### config.mk
export PLATFORM = sky130hd
export DESIGN_NAME = array_list_insert_delete_find
export DESIGN_NICKNAME = d
export VERILOG_FILES = /design/src/hdl/alid_pkg.sv /design/src/hdl/array_list_insert_delete_find.sv /design/src/hdl/alid_ram.sv /design/src/hdl/alid_seq.sv
export SDC_FILE = /design/constraint.sdc
export NUM_CORES = 1
export LEC_CHECK = 0
export BUFFER_PORTS_ARGS = -buffer_cell sky130_fd_sc_hd__clkbuf_2
export CAP_MARGIN = 10
export CORE_MARGIN = 3
export CORE_UTILIZATION = 56
export DETAILED_ROUTE_END_ITERATION = 10
export PLACE_DENSITY_LB_ADDON = 0.08
export SYNTH_ARGS = -nofsm -noshare
export SYNTH_HDL_FRONTEND = slang
export SYNTH_SLANG_ARGS = --single-unit
export TNS_END_PERCENT = 20
### constraint.sdc
create_clock -name aclk -period 3.64 [get_ports aclk]
set_input_delay 0.546 -clock aclk [delete_from_list [all_inputs] [get_ports aclk]]
set_output_delay 0.546 -clock aclk [all_outputs]
set_load 0.1 [all_outputs]
### src/hdl/alid_pkg.sv
// Package for the bounded array list block: sizes, status and action codes,
// and the structs passed between the sequencer and the entry RAM.
// No dependencies.
package alid_pkg;

    localparam int DEPTH  = 16;
    localparam int ADDR_W = $clog2(DEPTH);
    localparam int CNT_W  = $clog2(DEPTH + 1);
    localparam int DATA_W = 32;
    localparam int POS_W  = 5;
    localparam int FIDX_W = 4;
    localparam int LEN_W  = 5;
    localparam int ACT_W  = 2;
    localparam int ST_W   = 2;

    typedef enum logic [ACT_W-1:0] {
        ACT_FIND   = 2'd0,
        ACT_INSERT = 2'd1,
        ACT_DELETE = 2'd2,
        ACT_NONE   = 2'd3
    } action_t;

    typedef enum logic [ST_W-1:0] {
        ST_OK      = 2'd0,
        ST_FULL    = 2'd1,
        ST_BADPOS  = 2'd2,
        ST_MISSING = 2'd3
    } status_t;

    typedef struct packed {
        logic              wr_en;
        logic [ADDR_W-1:0] wr_addr;
        logic [DATA_W-1:0] wr_data;
        logic [ADDR_W-1:0] rd_addr;
    } mem_req_t;

    typedef struct packed {
        status_t           status;
        logic [FIDX_W-1:0] found_index;
        logic [LEN_W-1:0]  length;
    } result_t;

endpackage

### src/hdl/array_list_insert_delete_find.sv
// Top level of the bounded array list: stream ports, output register and
// checks. Instantiates alid_seq and alid_ram; depends on alid_pkg.
//
// Usage: each request transfer on the s_ channel carries an action in
// s_tuser (find, insert at a 1-based position, delete at a position) and the
// position and value in s_tdata. Exactly one result transfer leaves on the
// m_ channel for each request: a status code in m_tuser and the found index
// and the list length after the request in m_tdata.
// Requests are handled one at a time. A find reads the store one entry per
// cycle; insert and delete move one entry per cycle through the single RAM
// read and write port; rejected and unused requests skip this work. From the
// sequencer each result passes to the output register.
// s_tready is high only while the sequencer is idle. The output register
// lets the next request enter while a finished result still waits; if the
// receiver holds m_tready low, the following result waits in the sequencer
// and no further request is taken.
// Reset (aresetn low, synchronous) empties the list and drops any pending
// result; the stored entries are not cleared, no clearing pass is needed.
module array_list_insert_delete_find (
    input  logic        aclk,
    input  logic        aresetn,
    input  logic        s_tvalid,
    output logic        s_tready,
    input  logic [39:0] s_tdata,   // [4:0] position, [36:5] value, rest zero
    input  logic [1:0]  s_tuser,   // [1:0] action
    output logic        m_tvalid,
    input  logic        m_tready,
    output logic [15:0] m_tdata,   // [3:0] found_index, [8:4] length, rest zero
    output logic [1:0]  m_tuser    // [1:0] status
);
    import alid_pkg::*;

    mem_req_t          mem_req;
    logic [DATA_W-1:0] mem_rd_data;
    logic              res_valid;
    logic              res_take;
    result_t           res;
    logic              m_tvalid_reg;
    result_t           out_reg;

    alid_seq u_seq (
        .aclk         (aclk),
        .aresetn      (aresetn),
        .req_valid    (s_tvalid),
        .req_ready    (s_tready),
        .req_action   (action_t'(s_tuser)),
        .req_position (s_tdata[POS_W-1:0]),
        .req_value    (s_tdata[POS_W+DATA_W-1:POS_W]),
        .mem_req      (mem_req),
        .mem_rd_data  (mem_rd_data),
        .res_valid    (res_valid),
        .res_take     (res_take),
        .res          (res)
    );

    alid_ram u_ram (
        .aclk    (aclk),
        .req     (mem_req),
        .rd_data (mem_rd_data)
    );

    assign res_take = !m_tvalid_reg || m_tready;

    always_ff @(posedge aclk) begin
        if (!aresetn) begin
            m_tvalid_reg <= 1'b0;
        end else if (res_take) begin
            m_tvalid_reg <= res_valid;
        end
    end

    always_ff @(posedge aclk) begin
        if (res_take && res_valid) begin
            out_reg <= res;
        end
    end

    assign m_tvalid = m_tvalid_reg;
    assign m_tuser  = out_reg.status;
    assign m_tdata  = {7'd0, out_reg.length, out_reg.found_index};

    // The list never reports more entries than the store holds.
    assert property (@(posedge aclk) disable iff (!aresetn)
        m_tvalid |-> (m_tdata[8:4] <= LEN_W'(DEPTH)))
        else $error("reported length exceeds the store depth");

    // Only a successful find carries a nonzero index.
    assert property (@(posedge aclk) disable iff (!aresetn)
        (m_tvalid && m_tuser != ST_OK) |-> (m_tdata[3:0] == '0))
        else $error("nonzero index with a failing status");

    // A found index always lies inside the list.
    assert property (@(posedge aclk) disable iff (!aresetn)
        (m_tvalid && m_tdata[3:0] != '0) |-> (LEN_W'(m_tdata[3:0]) < m_tdata[8:4]))
        else $error("found index beyond the list length");

    // Requests are handled one at a time.
    assert property (@(posedge aclk) disable iff (!aresetn)
        (s_tvalid && s_tready) |=> !s_tready)
        else $error("request taken while another is in work");

endmodule

### src/hdl/alid_ram.sv
// Entry store of the list: one write port and one read port, with registered
// read data. Depends on alid_pkg.
module alid_ram (
    input  logic                           aclk,
    input  alid_pkg::mem_req_t             req,
    output logic [alid_pkg::DATA_W-1:0]    rd_data
);
    import alid_pkg::*;

    logic [DATA_W-1:0] mem [DEPTH];

    always_ff @(posedge aclk) begin
        if (req.wr_en) begin
            mem[req.wr_addr] <= req.wr_data;
        end
        rd_data <= mem[req.rd_addr];
    end

endmodule

### src/hdl/alid_seq.sv
// Request sequencer: checks each request, scans the store for find, and
// moves entries one per cycle for insert and delete. Depends on alid_pkg.
module alid_seq (
    input  logic                          aclk,
    input  logic                          aresetn,
    input  logic                          req_valid,
    output logic                          req_ready,
    input  alid_pkg::action_t             req_action,
    input  logic [alid_pkg::POS_W-1:0]    req_position,
    input  logic [alid_pkg::DATA_W-1:0]   req_value,
    output alid_pkg::mem_req_t            mem_req,
    input  logic [alid_pkg::DATA_W-1:0]   mem_rd_data,
    output logic                          res_valid,
    input  logic                          res_take,
    output alid_pkg::result_t             res
);
    import alid_pkg::*;

    localparam int CMP_W = ((POS_W > CNT_W) ? POS_W : CNT_W) + 1;

    typedef enum logic [3:0] {
        S_IDLE  = 4'b0001,
        S_FIND  = 4'b0010,
        S_SHIFT = 4'b0100,
        S_DONE  = 4'b1000
    } state_t;

    state_t            state_reg, state_next;
    logic [CNT_W-1:0]  count_reg, count_next;
    logic [DATA_W-1:0] val_reg, val_next;
    logic [ADDR_W-1:0] ins_addr_reg, ins_addr_next;
    logic              up_reg, up_next;
    logic [ADDR_W-1:0] src_reg, src_next;
    logic [CNT_W-1:0]  rem_reg, rem_next;
    logic              pend_valid_reg, pend_valid_next;
    logic [ADDR_W-1:0] pend_dst_reg, pend_dst_next;
    logic [CNT_W-1:0]  scan_reg, scan_next;
    logic              cmp_valid_reg, cmp_valid_next;
    logic [ADDR_W-1:0] cmp_idx_reg, cmp_idx_next;
    result_t           res_reg, res_next;

    logic [CMP_W-1:0]  pos_x, cnt_x;

    assign pos_x     = CMP_W'(req_position);
    assign cnt_x     = CMP_W'(count_reg);
    assign req_ready = (state_reg == S_IDLE);
    assign res_valid = (state_reg == S_DONE);
    assign res       = res_reg;

    always_comb begin
        state_next      = state_reg;
        count_next      = count_reg;
        val_next        = val_reg;
        ins_addr_next   = ins_addr_reg;
        up_next         = up_reg;
        src_next        = src_reg;
        rem_next        = rem_reg;
        pend_valid_next = pend_valid_reg;
        pend_dst_next   = pend_dst_reg;
        scan_next       = scan_reg;
        cmp_valid_next  = cmp_valid_reg;
        cmp_idx_next    = cmp_idx_reg;
        res_next        = res_reg;
        mem_req.wr_en   = pend_valid_reg;
        mem_req.wr_addr = pend_dst_reg;
        mem_req.wr_data = mem_rd_data;
        mem_req.rd_addr = src_reg;

        case (state_reg)
            S_IDLE: begin
                if (req_valid) begin
                    val_next   = req_value;
                    res_next   = '{status: ST_OK, found_index: '0,
                                   length: LEN_W'(count_reg)};
                    state_next = S_DONE;
                    case (req_action)
                        ACT_FIND: begin
                            scan_next      = '0;
                            cmp_valid_next = 1'b0;
                            state_next     = S_FIND;
                        end
                        ACT_INSERT: begin
                            if (count_reg >= CNT_W'(DEPTH)) begin
                                res_next.status = ST_FULL;
                            end else if (pos_x == '0 || pos_x > cnt_x + 1'b1) begin
                                res_next.status = ST_BADPOS;
                            end else begin
                                // Move entries pos-1 .. count-1 up by one, top first.
                                up_next         = 1'b1;
                                rem_next        = CNT_W'(cnt_x - pos_x + 1'b1);
                                src_next        = ADDR_W'(count_reg - 1'b1);
                                ins_addr_next   = ADDR_W'(req_position - 1'b1);
                                pend_valid_next = 1'b0;
                                state_next      = S_SHIFT;
                            end
                        end
                        ACT_DELETE: begin
                            if (pos_x == '0 || pos_x > cnt_x) begin
                                res_next.status = ST_BADPOS;
                            end else begin
                                // Move entries pos .. count-1 down by one, bottom first.
                                up_next         = 1'b0;
                                rem_next        = CNT_W'(cnt_x - pos_x);
                                src_next        = ADDR_W'(req_position);
                                pend_valid_next = 1'b0;
                                state_next      = S_SHIFT;
                            end
                        end
                        default: begin
                            res_next.status = ST_OK;
                        end
                    endcase
                end
            end

            S_FIND: begin
                mem_req.wr_en   = 1'b0;
                mem_req.rd_addr = scan_reg[ADDR_W-1:0];
                if (cmp_valid_reg && mem_rd_data == val_reg) begin
                    res_next   = '{status: ST_OK, found_index: FIDX_W'(cmp_idx_reg),
                                   length: LEN_W'(count_reg)};
                    state_next = S_DONE;
                end else if (scan_reg < count_reg) begin
                    cmp_valid_next = 1'b1;
                    cmp_idx_next   = scan_reg[ADDR_W-1:0];
                    scan_next      = scan_reg + 1'b1;
                end else begin
                    cmp_valid_next = 1'b0;
                    if (!cmp_valid_reg) begin
                        res_next   = '{status: ST_MISSING, found_index: '0,
                                       length: LEN_W'(count_reg)};
                        state_next = S_DONE;
                    end
                end
            end

            S_SHIFT: begin
                // The pending move writes the word read last cycle.
                if (rem_reg != '0) begin
                    pend_valid_next = 1'b1;
                    pend_dst_next   = up_reg ? src_reg + 1'b1 : src_reg - 1'b1;
                    src_next        = up_reg ? src_reg - 1'b1 : src_reg + 1'b1;
                    rem_next        = rem_reg - 1'b1;
                end else begin
                    pend_valid_next = 1'b0;
                    if (!pend_valid_reg) begin
                        // Write port is free: place the new value, or for a delete shorten the list.
                        if (up_reg) begin
                            mem_req.wr_en   = 1'b1;
                            mem_req.wr_addr = ins_addr_reg;
                            mem_req.wr_data = val_reg;
                            count_next      = count_reg + 1'b1;
                        end else begin
                            count_next      = count_reg - 1'b1;
                        end
                        res_next   = '{status: ST_OK, found_index: '0,
                                       length: LEN_W'(count_next)};
                        state_next = S_DONE;
                    end
                end
            end

            S_DONE: begin
                mem_req.wr_en = 1'b0;
                if (res_take) begin
                    state_next = S_IDLE;
                end
            end

            default: begin
                mem_req.wr_en = 1'b0;
                state_next    = S_IDLE;
            end
        endcase
    end

    always_ff @(posedge aclk) begin
        if (!aresetn) begin
            state_reg      <= S_IDLE;
            count_reg      <= '0;
            pend_valid_reg <= 1'b0;
            cmp_valid_reg  <= 1'b0;
        end else begin
            state_reg      <= state_next;
            count_reg      <= count_next;
            pend_valid_reg <= pend_valid_next;
            cmp_valid_reg  <= cmp_valid_next;
        end
    end

    always_ff @(posedge aclk) begin
        val_reg      <= val_next;
        ins_addr_reg <= ins_addr_next;
        up_reg       <= up_next;
        src_reg      <= src_next;
        rem_reg      <= rem_next;
        pend_dst_reg <= pend_dst_next;
        scan_reg     <= scan_next;
        cmp_idx_reg  <= cmp_idx_next;
        res_reg      <= res_next;
    end

endmodule
==> results.md <==
- Minimum clock period: 3.447 ns
- DPL Wire Length: approximately 35,000 um
- Synth unique cells: 61
- Hold Crit Start: s_tdata[26]
- Number of hold violations in the final report: 0
- GR Util met3: 0.04057
- Top_reg_cell synth: edfxtp_1
- GRT overflow: 0
- Post-CTS setup buffers: 0
- R2R setup slack: a little under 0.2 ns
- Worst Path Required: between 3 and 4 ns
- Final nets: ~1,900
- GRT met1 Usage: 0.3553
- Clock sinks: around 640
- Die width: ~220 um
- Gate power share: 0.062
- Power Dens Cells: around 530 nW/um^2
- Core box area: roughly 45,000 um^2
- Reg2Reg Depth: 8
- Crit path kind: reg -> reg
- Critical Path Sink Type: flip-flop
- RePlAce Congestion: around 0.8
- Antenna-violating nets left: 0
- Synth top area cells: edfxtp_1, mux4_2, nand2_1, dfxtp_1, nand3_1
- GRT Total Usage: 0.2502
- Pleak: slightly below 0.01 uW
- Synth area leader: edfxtp_1
- Pint: about 12,000 uW
- Slew Viols, Final: 0
- Post-synth EDFFs: ~600
- Dpl ws: about 0.25 ns
- Fraction of layout cells with a size suffix above 1: 0.1699
- Final Core Density: 0.6494
- Syn Inst Count: 1,714
- Starting DRT DRC Count: 1,393
- Post-route worst setup slack: ~0.19 ns
- WL final: 58,580 um
- Post_cts resized: 0
- Switching part of the total: 0.2224
- #FFs+latches synth: around 640
- Row cnt: 77
- Port Buffers: 55
- Die footprint: between 40,000 and 50,000 um^2
- FILL cells: between 3,000 and 4,000
- Worst Hold Depth: 1
- Hold buffer count at CTS: 0
- # Max-Cap Violations: 0
- Global-route wire length before repair: between 80,000 and 90,000 um
- Initial antenna violation count: 0
- Setup Skew: about 0.038 ns
- VDD IR-drop max: approximately 0.42 mV
- Sequential fraction of the synthesis area: 0.7327
- DIE HEIGHT: around 220 um
- Mapped Area: approximately 26,000 um^2
- Max FFs per register: around 510
- P&R area growth vs syn: 13.57%
- Final setup fails: 0
- CTS buffer count: 60
- Worst Tran Pin Value: 1.157 ns
- Tot Pwr: roughly 15,000 uW
- Most frequent cell after synthesis: edfxtp_1
- Synth Warn #: 0
- Share of total power in the clock network: 0.396
- H-tree levels: 2
- RSZ-0062 raised after global routing: false
- Synth cell count leaders: edfxtp_1, nand2_1, nand3_1, mux4_2, clkbuf_1
- GRT Max-Usage Layer: met2
- Pin count of the biggest net entering global routing: 70
- Reg power frac: 0.542
- Fmax: 290.1 MHz
- Root buf cell: clkbuf_16
- Top Ports: 66
- Vias: between 10,000 and 15,000
- Max clock buf depth: 3
- Slew headroom: 0.2266
- R2R Path End: u_ram.mem[2][26]
- Routed WL per cell: 23.77 um
- Synth Area per Inst: around 15 um^2
- FFs w/ async S/R, synth: 0
- Final Cycle Share: 0.9470
- Critical Path Start Type: flip-flop
- Initial Utilization: 0.5718
- Area share of the largest cell type after synthesis: 0.6982
- Met2 Resource Use GR: 0.4010
- Hold EP: u_seq.val_reg[21]
- Critical R2R Launch: u_seq.rem_reg[0]
- DRC viols: 0
- Hold Crit Class: in -> reg
- Total Neg Setup Slack: 0 ns
- 1st-pass router iterations: 5
- Number of global-route vias before repair: roughly 15,000
- Via density: slightly below 6
- Critical Path AT: 3.70 ns
- Clock Pin Slew Worst Setup and Hold Paths: 0.06 ns
- Worst-path maximum fanout: 22
- CTS tree: built
- Worst skew pair latency: 0.63 ns
- Diode count: 0
- P_sw: 3418 uW
- Status: completed
-- kinds of logic after synthesis --
logic type               after synthesis  share of synthesized area
flip-flops                           637                     0.7327
AND/OR/NAND/NOR                      661                     0.1159
buffers and inverters                116                    0.02051
other                                  1                  0.0001470
AO/OA/AOI/OAI                        130                    0.03253
adder cells (fa/ha/maj)               30                    0.01501
XOR/XNOR                              60                    0.02060
multiplexers                          79                    0.06260
-- through the flow --
step                instances  hold WS [ns]  area (um^2)
CTS                      2464       0.06135        28970
global placement         2351        0.4031        27050
detailed placement       2351        0.4056        27050
finish                   2464       0.09300        28970
floorplan                1720        0.4003        25530
global route             2464       0.07080        28970
-- layout make-up --
type | count | area, um^2 | area share
Sequential cell | 637 | 18690 | 0.6452
Tap cell | 592 | 740.7 | 0.02557
Timing Repair Buffer | 127 | 1003 | 0.03464
Multi-Input combinational cell | 967 | 6518 | 0.2250
Clock inverter | 36 | 325.3 | 0.01123
Inverter | 28 | 105.1 | 0.003628
Clock buffer | 77 | 1587 | 0.05477
-- critical path: stages, from the launching register on --
cell	delay (ns)
edfxtp_1	0.40
inv_1	0.08
ha_1	0.21
or4b_2	0.67
or4_4	0.53
nor3b_1	0.22
o21ai_1	0.35
nor2_4	0.22
buf_4	0.40
-- worst max-delay path by stage --
stage | from | endpoint
after global routing | u_seq.rem_reg[0] | u_ram.mem[2][0]
after global placement | u_seq.rem_reg[0] | u_ram.mem[2][25]
final | u_seq.rem_reg[0] | u_ram.mem[2][26]
after CTS | u_seq.rem_reg[0] | u_ram.mem[2][0]
after detailed placement | u_seq.rem_reg[0] | u_ram.mem[2][25]
after floorplan | u_seq.state_reg[3] | u_ram.mem[12][0]
-- power by group through the flow --
stage                     sequential [uW]  clock, uW  combinational [uW]
final                                8320       6090                 956
after global routing                 8330       6490                1050
after CTS                            8320       6200                 966
after detailed placement             8480          0                 960
after global placement               8480          0                 940
after floorplan                      8470          0                 598
-- cells in the final DEF, fill, tap and decap left out, types with 5 or more instances in the layout --
master	n
buf_12	15
o21ai_0	29
buf_4	57
xor2_1	7
o21ai_1	22
bufinv_16	5
a21oi_1	15
clkinv_1	14
nand3_1	142
xnor2_1	53
clkbuf_1	16
nor2_4	21
clkbuf_16	61
nand4_1	41
nor2b_1	5
mux4_2	64
clkbuf_2	55
nor2_1	26
conb_1	7
nand2_1	375
ha_1	29
clkinv_2	14
inv_1	27
edfxtp_1	593
nor3_1	11
and2_1	9
nor3b_1	6
dfxtp_1	44
mux2i_1	10
a22oi_1	33
-- metal layers --
metal | vias up | wire length, um
met5 | - | 0
met1 | 7391 | 24410
met4 | 0 | 1724
met2 | 573 | 28310
met3 | 123 | 4126
li1 | 6614 | -
(Power assumes the default switching activity.)
